==> src/hw/rtl/tsr_pkg.sv <==
// Package for the row-wise top-k selector: field widths, defaults and control structs.
`default_nettype none

package tsr_pkg;

  // Widths fixed by the transaction fields.
  localparam int SCORE_W = 32;
  localparam int POS_W_PORT = 18;
  localparam int RANK_W = 4;
  localparam int K_W = 5;

  // Configuration register map and reset value.
  localparam int ADDR_W = 3;
  localparam int DATA_W = 32;
  localparam logic REG_IDX_K = 1'b0;
  localparam logic [K_W-1:0] K_RESET = 5'd10;

  // Default sizing of the selector.
  localparam int K_MAX_DEF = 16;
  localparam int ROW_MAX_DEF = 262144;

  // Commands from the controller to the datapath.
  typedef struct packed {
    logic insert;   // take the input score into the list
    logic end_row;  // the inserted score closes the row
    logic shift;    // the head entry was delivered, move the list up
  } tsr_cmd_t;

  // Status from the datapath to the controller.
  typedef struct packed {
    logic last;     // the head entry is the final one of the row
  } tsr_status_t;

endpackage

`default_nettype wire

==> src/hw/rtl/topk_select_row.sv <==
// Top level of the streaming row-wise top-k selector with its register port.
// Latency: the first result of a row is offered in the cycle after the row_end
// transaction, then one result per cycle while out_stall is low.
// Throughput: one score per cycle within a row; a row of n kept entries is then
// emitted from the head of the insertion list, input stalled.
// Reset: control state, counters and k (to 10) are cleared; list contents are not.
`default_nettype none

module topk_select_row
  import tsr_pkg::*;
#(
  parameter int K_MAX = K_MAX_DEF,
  parameter int ROW_MAX = ROW_MAX_DEF
) (
  input  wire logic                         clk,
  input  wire logic                         rst,
  input  wire logic                         psel,
  input  wire logic                         penable,
  input  wire logic                         pwrite,
  input  wire logic        [ADDR_W-1:0]     paddr,
  input  wire logic        [DATA_W-1:0]     pwdata,
  output logic             [DATA_W-1:0]     prdata,
  output logic                              pready,
  input  wire logic                         in_valid,
  output logic                              in_stall,
  input  wire logic signed [SCORE_W-1:0]    score,
  input  wire logic                         row_end,
  output logic                              out_valid,
  input  wire logic                         out_stall,
  output logic             [POS_W_PORT-1:0] position,
  output logic signed      [SCORE_W-1:0]    best_score,
  output logic             [RANK_W-1:0]     rank,
  output logic                              last_of_run
);

  logic [K_W-1:0] k;
  tsr_cmd_t       cmd;
  tsr_status_t    status;

  // Register port: one writable register, no wait states.
  assign pready = 1'b1;
  assign prdata = (paddr[2] == REG_IDX_K) ? DATA_W'(k) : '0;

  always_ff @(posedge clk) begin
    if (rst) begin
      k <= K_RESET;
    end else if (psel && penable && pwrite && pready && (paddr[2] == REG_IDX_K)) begin
      k <= pwdata[K_W-1:0];
    end
  end

  tsr_ctrl u_ctrl (
    .clk       (clk),
    .rst       (rst),
    .in_valid  (in_valid),
    .row_end   (row_end),
    .out_stall (out_stall),
    .status    (status),
    .cmd       (cmd),
    .in_stall  (in_stall),
    .out_valid (out_valid)
  );

  tsr_datapath #(
    .K_MAX   (K_MAX),
    .ROW_MAX (ROW_MAX)
  ) u_datapath (
    .clk        (clk),
    .rst        (rst),
    .k          (k),
    .cmd        (cmd),
    .score      (score),
    .status     (status),
    .position   (position),
    .best_score (best_score),
    .rank       (rank)
  );

  assign last_of_run = status.last;

`ifndef ASSERT_OFF
  // The last result of a row returns the block to taking scores.
  assert property (@(posedge clk) disable iff (rst)
    out_valid && !out_stall && last_of_run |=> !out_valid)
    else $error("emission did not end after the last result");

  // A row_end transaction starts emission at rank zero.
  assert property (@(posedge clk) disable iff (rst)
    in_valid && !in_stall && row_end |=> out_valid && rank == '0)
    else $error("emission did not start at rank zero");

  // Ranks within a row climb by one per delivered result.
  assert property (@(posedge clk) disable iff (rst)
    out_valid && !out_stall && !last_of_run |=>
      out_valid && rank == RANK_W'($past(rank) + 1'b1))
    else $error("rank did not advance by one");

  // Scores are never taken while results are on offer.
  assert property (@(posedge clk) disable iff (rst)
    out_valid |-> in_stall)
    else $error("input accepted during emission");
`endif

endmodule

`default_nettype wire

==> src/hw/rtl/tsr_ctrl.sv <==
// Controller state machine of the top-k selector: fill phase and emission phase.
`default_nettype none

module tsr_ctrl
  import tsr_pkg::*;
(
  input  wire logic        clk,
  input  wire logic        rst,
  input  wire logic        in_valid,
  input  wire logic        row_end,
  input  wire logic        out_stall,
  input  tsr_status_t      status,
  output tsr_cmd_t         cmd,
  output logic             in_stall,
  output logic             out_valid
);

  typedef enum logic {
    S_FILL,
    S_EMIT
  } state_t;

  state_t state;
  logic   in_take;
  logic   out_take;

  // Input is taken only while filling; results leave only while emitting.
  assign in_stall  = (state == S_EMIT);
  assign out_valid = (state == S_EMIT);
  assign in_take   = in_valid && !in_stall;
  assign out_take  = out_valid && !out_stall;

  assign cmd.insert  = in_take;
  assign cmd.end_row = in_take && row_end;
  assign cmd.shift   = out_take;

  // State register.
  always_ff @(posedge clk) begin
    if (rst) begin
      state <= S_FILL;
    end else begin
      unique case (state)
        S_FILL: begin
          if (in_take && row_end) begin
            state <= S_EMIT;
          end
        end
        S_EMIT: begin
          if (out_take && status.last) begin
            state <= S_FILL;
          end
        end
        default: state <= S_FILL;
      endcase
    end
  end

endmodule

`default_nettype wire

==> src/hw/rtl/tsr_datapath.sv <==
// Datapath of the top-k selector: sorted insertion list, counters and result head.
`default_nettype none

module tsr_datapath
  import tsr_pkg::*;
#(
  parameter int K_MAX = K_MAX_DEF,
  parameter int ROW_MAX = ROW_MAX_DEF
) (
  input  wire logic                        clk,
  input  wire logic                        rst,
  input  wire logic        [K_W-1:0]       k,
  input  tsr_cmd_t                         cmd,
  input  wire logic signed [SCORE_W-1:0]   score,
  output tsr_status_t                      status,
  output logic             [POS_W_PORT-1:0] position,
  output logic signed      [SCORE_W-1:0]   best_score,
  output logic             [RANK_W-1:0]    rank
);

  localparam int CNT_W = $clog2(K_MAX + 1);
  localparam int POS_W = $clog2(ROW_MAX);
  localparam logic [POS_W-1:0] POS_LAST = POS_W'(ROW_MAX - 1);

  logic signed [SCORE_W-1:0]    kept_scores [K_MAX];
  logic        [POS_W_PORT-1:0] kept_positions [K_MAX];
  logic signed [SCORE_W-1:0]    kept_scores_next [K_MAX];
  logic        [POS_W_PORT-1:0] kept_positions_next [K_MAX];
  logic        [CNT_W-1:0]      filled;
  logic        [CNT_W-1:0]      emit_count;
  logic        [CNT_W-1:0]      rank_cnt;
  logic        [POS_W-1:0]      element_counter;

  logic [CNT_W-1:0] lim;
  logic [CNT_W-1:0] filled_eff;
  logic [CNT_W-1:0] filled_ins;
  logic [K_MAX-1:0] ge;
  logic [K_MAX-1:0] prev_ge;

  // Effective list length: zero acts as one, values above the capacity clamp.
  always_comb begin
    if (k == '0) begin
      lim = CNT_W'(1);
    end else if (32'(k) > K_MAX) begin
      lim = CNT_W'(K_MAX);
    end else begin
      lim = CNT_W'(k);
    end
  end

  // The list is cut to the current length before the insertion.
  assign filled_eff = (filled > lim) ? lim : filled;
  assign filled_ins = (filled_eff < lim) ? CNT_W'(filled_eff + 1'b1) : filled_eff;

  // Every entry compares itself with the new score; ties keep the older entry ahead.
  always_comb begin
    for (int i = 0; i < K_MAX; i++) begin
      ge[i] = (CNT_W'(i) < filled_eff) && (kept_scores[i] >= score);
    end
    prev_ge[0] = 1'b1;
    for (int i = 1; i < K_MAX; i++) begin
      prev_ge[i] = ge[i-1];
    end
  end

  // Next list contents: insert in place, or move up by one after a delivered result.
  always_comb begin
    for (int i = 0; i < K_MAX; i++) begin
      kept_scores_next[i]    = kept_scores[i];
      kept_positions_next[i] = kept_positions[i];
    end
    if (cmd.insert) begin
      for (int i = 0; i < K_MAX; i++) begin
        if (!ge[i] && prev_ge[i]) begin
          kept_scores_next[i]    = score;
          kept_positions_next[i] = POS_W_PORT'(element_counter);
        end
      end
      for (int i = 1; i < K_MAX; i++) begin
        if (!prev_ge[i]) begin
          kept_scores_next[i]    = kept_scores[i-1];
          kept_positions_next[i] = kept_positions[i-1];
        end
      end
    end else if (cmd.shift) begin
      for (int i = 0; i < K_MAX - 1; i++) begin
        kept_scores_next[i]    = kept_scores[i+1];
        kept_positions_next[i] = kept_positions[i+1];
      end
    end
  end

  // List storage; its contents beyond the fill count are never read.
  always_ff @(posedge clk) begin
    for (int i = 0; i < K_MAX; i++) begin
      kept_scores[i]    <= kept_scores_next[i];
      kept_positions[i] <= kept_positions_next[i];
    end
  end

  // Fill count, position counter and emission counters.
  always_ff @(posedge clk) begin
    if (rst) begin
      filled          <= '0;
      element_counter <= '0;
      emit_count      <= '0;
      rank_cnt        <= '0;
    end else begin
      if (cmd.insert) begin
        if (cmd.end_row) begin
          filled          <= '0;
          element_counter <= '0;
          emit_count      <= filled_ins;
          rank_cnt        <= '0;
        end else begin
          filled <= filled_ins;
          if (element_counter != POS_LAST) begin
            element_counter <= element_counter + 1'b1;
          end
        end
      end else if (cmd.shift) begin
        rank_cnt <= rank_cnt + 1'b1;
      end
    end
  end

  // The head of the list is the result on offer.
  assign position    = kept_positions[0];
  assign best_score  = kept_scores[0];
  assign rank        = RANK_W'(rank_cnt);
  assign status.last = (CNT_W'(rank_cnt + 1'b1) == emit_count);

endmodule

`default_nettype wire

==> config.mk <==
export PLATFORM = sky130hd
export DESIGN_NAME = topk_select_row
export DESIGN_NICKNAME = d
export VERILOG_FILES = /design/src/hw/rtl/tsr_pkg.sv /design/src/hw/rtl/topk_select_row.sv /design/src/hw/rtl/tsr_ctrl.sv /design/src/hw/rtl/tsr_datapath.sv
export SDC_FILE = /design/constraint.sdc
export NUM_CORES = 2
export LEC_CHECK = 0
export ABC_CLOCK_PERIOD_IN_PS = 19900
export BUFFER_PORTS_ARGS = -buffer_cell sky130_fd_sc_hd__buf_2
export CORE_UTILIZATION = 60
export CTS_CLUSTER_SIZE = 25
export DETAILED_ROUTE_END_ITERATION = 8
export PLACE_DENSITY = 0.88
export SLEW_MARGIN = 20
export SYNTH_ARGS = -nofsm -noshare
export SYNTH_HDL_FRONTEND = slang
export SYNTH_SLANG_ARGS = --single-unit
==> constraint.sdc <==
create_clock -name clk -period 19.9 [get_ports clk]
set_input_delay 2.985 -clock clk [delete_from_list [all_inputs] [get_ports clk]]
set_output_delay 2.985 -clock clk [all_outputs]
set_load 0.005 [all_outputs]
* Yosys cells after proc, flatten, opt, wreduce, memory -nomap -nowiden
Memory sizes are Yosys's and may differ from the RTL's. Index checks and enable logic that the tools add are counted.
Word-level totals: register bits 39, memory bits (writable) 800, bits of input ports 75, word-level logic and storage cells 194, memories 2
Operators by class: add/sub/neg operators 3, $lt $le $gt $ge 35, equality and inequality tests 3, multiplexer cells 82, bitwise logic cells 2, reduce and logical (&&, ||, !) cells 61
Memory list:
- u_datapath.kept_scores | words 16, bits a word 32, rd ports 16, clocked after memory_dff 0, wr ports 16, line tsr_datapath.sv:25 | logic signed [SCORE_W-1:0] kept_scores [K_MAX];
- u_datapath.kept_positions | words 16, bits a word 18, rd ports 16, clocked after memory_dff 0, wr ports 16, line tsr_datapath.sv:26 | logic [POS_W_PORT-1:0] kept_positions [K_MAX];
Operators with widths (count):
- 32-bit two-way mux | 32
- 480-bit two-way mux | 2
- 18-bit two-way mux | 34
- 270-bit two-way mux | 2
- 32-bit greater-or-equal comparator | 16
- 5-bit two-way mux | 9
- 4-bit by 5-bit < comparator with 1-bit output, first input constant | 8
- 1-bit logical AND | 38
- 3-bit by 5-bit < comparator with 1-bit output, first input constant | 4
- 18-bit by 1-bit adder with 18-bit output, second input constant | 1
- 18-bit != test, second input constant | 1
- 1-bit logical NOT | 17
- 5-bit by 1-bit adder with 5-bit output, second input constant | 2
- 1-bit by 5-bit < comparator with 1-bit output, first input constant | 2
- 2-bit by 5-bit < comparator with 1-bit output, first input constant | 2
- 2-bit AND reduction | 3
- 5-bit == test | 1
- 5-bit greater-than comparator | 1
- 5-bit greater-than comparator, second input constant | 1
- 5-bit logical NOT | 1
- 5-bit < comparator | 1
- 2-bit nonzero test | 2
- 1-bit two-way mux | 2
- 2-bit != test, second input constant | 1
- other kinds (2) | 3

* Logic depth before layout (Yosys ltp)
word-level depth 12, gate-level depth with buffers 17, depth with buffers taken out 16

* Cells and area by module
A second synthesis with hierarchy kept.
Second synthesis, totals: cell total of the unflattened synthesis 5502, area total of the unflattened synthesis 54508.5 µm²
Modules (own cells, without submodules):
- tsr_datapath | times used 1, cells each 5434, area an instance 53940.5 µm², sequential area each 24683.7 µm²
- topk_select_row | times used 1, cells each 58, area an instance 489.2 µm², sequential area each 100.1 µm²
- tsr_ctrl | times used 1, cells each 10, area an instance 78.8 µm², sequential area each 20.0 µm²

* Worst setup path after synthesis
Ideal clock, no wire load.
path type input port to flip-flop, start input score[5], end memory u_datapath.kept_positions[9][0], in the netlist u_datapath.kept_positions[1][18] (enable), setup time 488 ps, arrival 8033 ps, data required time 19412 ps, setup slack 11379 ps, stages 12, buffers on the path 3, path through clkbuf_1 inv_1 ha_1 a21oi_1 o21ai_0 a221oi_1 nor3b_1 a2111oi_0 a211oi_2 buf_4 buf_6 a31oi_1
RTL lines:
- start, declared | line topk_select_row.sv:26 | input wire logic signed [SCORE_W-1:0] score,
- end, declared | line tsr_datapath.sv:26

==> metrics.txt <==
cell area after synthesis roughly 54,000 sq um; hold_buf cts 0; Worst Tran Pin Value 1.28 ns; most frequent CP cell buf_4; Via-to-Cell Ratio around 6.9; min-delay worst type register to register; routed vias 43,400; critical path type input port to register; Nets 5,683; Clock Pin Slew Worst Setup and Hold Paths around 0.060 ns; hold path endpoint u_datapath.emit_count[1]$_SDFFE_PP0P_; Root Driver clkbuf_16; ys async rst share 0; GPL Wtd Cong 1.01; CTS tree built; xor/xnor share of the synthesized area 0.00306; top-area cell type share of the netlist area 0.442; crit-path max cell delay 0.97 ns; worst hold start u_datapath.emit_count[1]$_SDFFE_PP0P_; Worst Clk Skew 0.0412 ns; maxcap violations 0; complex-gate fraction of the synthesized area 0.134; Synth Warn # 0; Initial Utilization 0.605; worst slack, placed between 10 and 15 ns; Skew-Pair Late Insertion Delay 0.69 ns; Post-synth EDFFs 800; total power 5.13 mW; R2R setup slack 13.52 ns; synthesis-stage register bit count 839; top cell family by delay on the critical path buffers and inverters; num rows 110; Final min period between 8 and 9 ns; Power per Cell Area 88.8 nW/um^2; RSZ-0062 raised after global routing false; final wirelength 164 mm; Wirelength per Cell around 26 um; DRC errors left 0; most frequent cells in the layout 800 x edfxtp_1, 633 x a21oi_1, 615 x mux2i_1; gr usage total 0.348; Worst Setup Start Kind input port; post-CTS setup buffers 0; Core ar. 89,900 sq um; Layout area overhead 6.28%; adder-cell share of the synthesized area 0.121; final hold vios 0; pins over their slew limit 0; vias in the first global route 41,900; post-synthesis area per instance between 10 and 15 sq um; Slew headroom 0.140; combinational family with the most area after synthesis compound AO/OA/AOI/OAI gates; sequential cell area fraction in the yosys report 0.456; Setup Viol. Count Final 0; Syn Inst Count 5,219; Final WS setup approximately 11 ns; period utilization 0.440; post-DP HPWL ~110 mm; DIE HEIGHT about 300 um; count of input and output buffers 107; Synth area leaders edfxtp_1 44%, ha_1 12%, mux2i_1 11%; Chip Width between 300 and 400 um; clk buf depth 3; slowest CP cell a21oi_4; layout cells sized above 1 0.0801; H-tree levels 3; area leader, netlist edfxtp_1; Simple-Gate Fraction of Synth Area 0.110; CP Buf/Inv Count 4; post-layout util 0.643; CP endpoint kind register; crit-path max FO 38; Fill cells 6,526; hold depth 2; Final TNS setup 0 ns; mux cell area share after synthesis 0.125; die area a little over 90,000 sq um; global-route wire length before repair between 200 and 250 mm; grt total ovfl 0; Worst EP required 20.25 ns; CTS buffer count 90; outcome finished, final reports clean; I/O pins 165; most common cell after layout, fill and taps aside edfxtp_1; Yosys cell types 87; r2r worst-path depth 12; DRT Pass-1 Iters 7; R2R Path Start k[4]$_SDFFE_PP0P_; clock sink total ~840; ys flop type edfxtp_1; Max Clk Rate 114 MHz; DRT iter0 DRCs 6,126; Post-DRT Antenna Nets 0; VDD IR-drop max roughly 0.07 mV; critical path arrival between 9 and 10 ns; # resized after CTS 0; initial antenna violation count 5; critical-path cell list buf_2 > inv_1 > ha_1 > nand4_1 > nor4_4 > o21ai_0 > a21oi_4 > buf_4 > a31oi_4 > buf_4; r2r endpoint u_datapath.kept_scores[0][83]$_DFFE_PP_; largest net degree at the start of global routing 249; Leak Pwr 22.6 nW
## kinds of logic after synthesis
group                      count (synthesis)
buffers and inverters                    509
xor gates and xnor gates                  19
and+or+nand+nor                         1371
other                                      2
AOI/OAI and AO/OA                       1285
adders and majority gates                524
DFF                                      839
muxes                                    670
## metrics by stage
| stage | hold slack [ns] | area (sq um) | instances |
|---|---|---|---|
| 2_1_floorplan | 0.448 | 54500 | 5245 |
| 3_3_place_gp | 0.462 | 54900 | 6167 |
| 3_5_place_dp | 0.462 | 54900 | 6167 |
| 4_1_cts | 0.469 | 57800 | 6333 |
| 5_1_grt | 0.501 | 57800 | 6334 |
| 6_report | 0.471 | 57800 | 6335 |
## power by group
group,total (mW),leakage (nW),internal (mW),switching (mW)
clock,1.69,1.39,0.953,0.738
combinational,1.03,13.1,0.364,0.667
sequential,2.41,8.09,2.24,0.176
total,5.13,22.6,3.55,1.58
## layout make-up
| type | instances | area, sq um | share of cell area |
|---|---|---|---|
| Multi-Input combinational cell | 3897 | 27300 | 0.472 |
| Sequential cell | 839 | 24800 | 0.429 |
| Clock buffer | 113 | 2380 | 0.0412 |
| Tap cell | 1176 | 1470 | 0.0254 |
| Timing Repair Buffer | 165 | 1030 | 0.0178 |
| Clock inverter | 53 | 483 | 0.00835 |
| Inverter | 91 | 342 | 0.00591 |
| Antenna cell | 1 | 2.50 | 0.0000433 |
## worst max path at each step
stage / cells past startpoint / to / from / slack, ns
6_report: 10 / u_datapath.kept_scores[0][83]$_DFFE_PP_ / score[31] / 11.13
2_1_floorplan: 12 / u_datapath.kept_positions[1][18]$_DFFE_PP_ / score[5] / 11.38
3_5_place_dp: 10 / u_datapath.kept_scores[0][81]$_DFFE_PP_ / score[31] / 10.55
3_3_place_gp: 10 / u_datapath.kept_scores[0][81]$_DFFE_PP_ / score[31] / 10.65
4_1_cts: 10 / u_datapath.kept_positions[0][38]$_DFFE_PP_ / score[31] / 11.19
5_1_grt: 10 / u_datapath.kept_positions[0][38]$_DFFE_PP_ / score[31] / 11.19
## synthesized netlist by cell type, drive strengths merged, types with 9 or more instances
| library cell | n |
|---|---|
| edfxtp | 800 |
| a21oi | 641 |
| mux2i | 616 |
| nand2 | 590 |
| ha | 524 |
| nor2 | 420 |
| o21ai | 406 |
| buf | 217 |
| clkbuf | 201 |
| nand3 | 106 |
| nand4 | 106 |
| inv | 91 |
| o211ai | 67 |
| mux2 | 54 |
| a21o | 43 |
| dfxtp | 39 |
| nor3 | 39 |
| a31oi | 20 |
| nor2b | 20 |
| nor4 | 17 |
| a211oi | 16 |
| and4 | 16 |
| a221oi | 15 |
| or4 | 14 |
| xnor2 | 14 |
| a221o | 11 |
| and3 | 11 |
| nand2b | 9 |
## worst register-to-register path: cells and delay by family, from the launching register on
kind | cells | cell delay [ns]
simple gates | 3 | 1.17
buf+inv | 3 | 1.77
flops | 1 | 0.47
compound gates | 5 | 2.23
fa+ha+maj | 1 | 0.39
## per-layer routing
| metal | vias to the layer above | track usage | part of all wire |
|---|---|---|---|
| li1 | 19100 | - | - |
| met1 | 20700 | 0.434 | 0.36 |
| met2 | 2911 | 0.537 | 0.45 |
| met3 | 664 | 0.0905 | 0.12 |
| met4 | 2 | 0.228 | 0.069 |
| met5 | - | 0 | 0.000043 |
## flip-flops by register name, summed over array words and instances (netlist names)
name                        flops
u_datapath.kept_positions     288
u_datapath.emit_count           5
u_datapath.kept_scores        512
u_datapath.filled               5
k                               5
u_datapath.rank_cnt             5
u_datapath.element_counter     18
u_ctrl.in_stall                 1
Note: power is estimated with default switching activity, not from simulation.
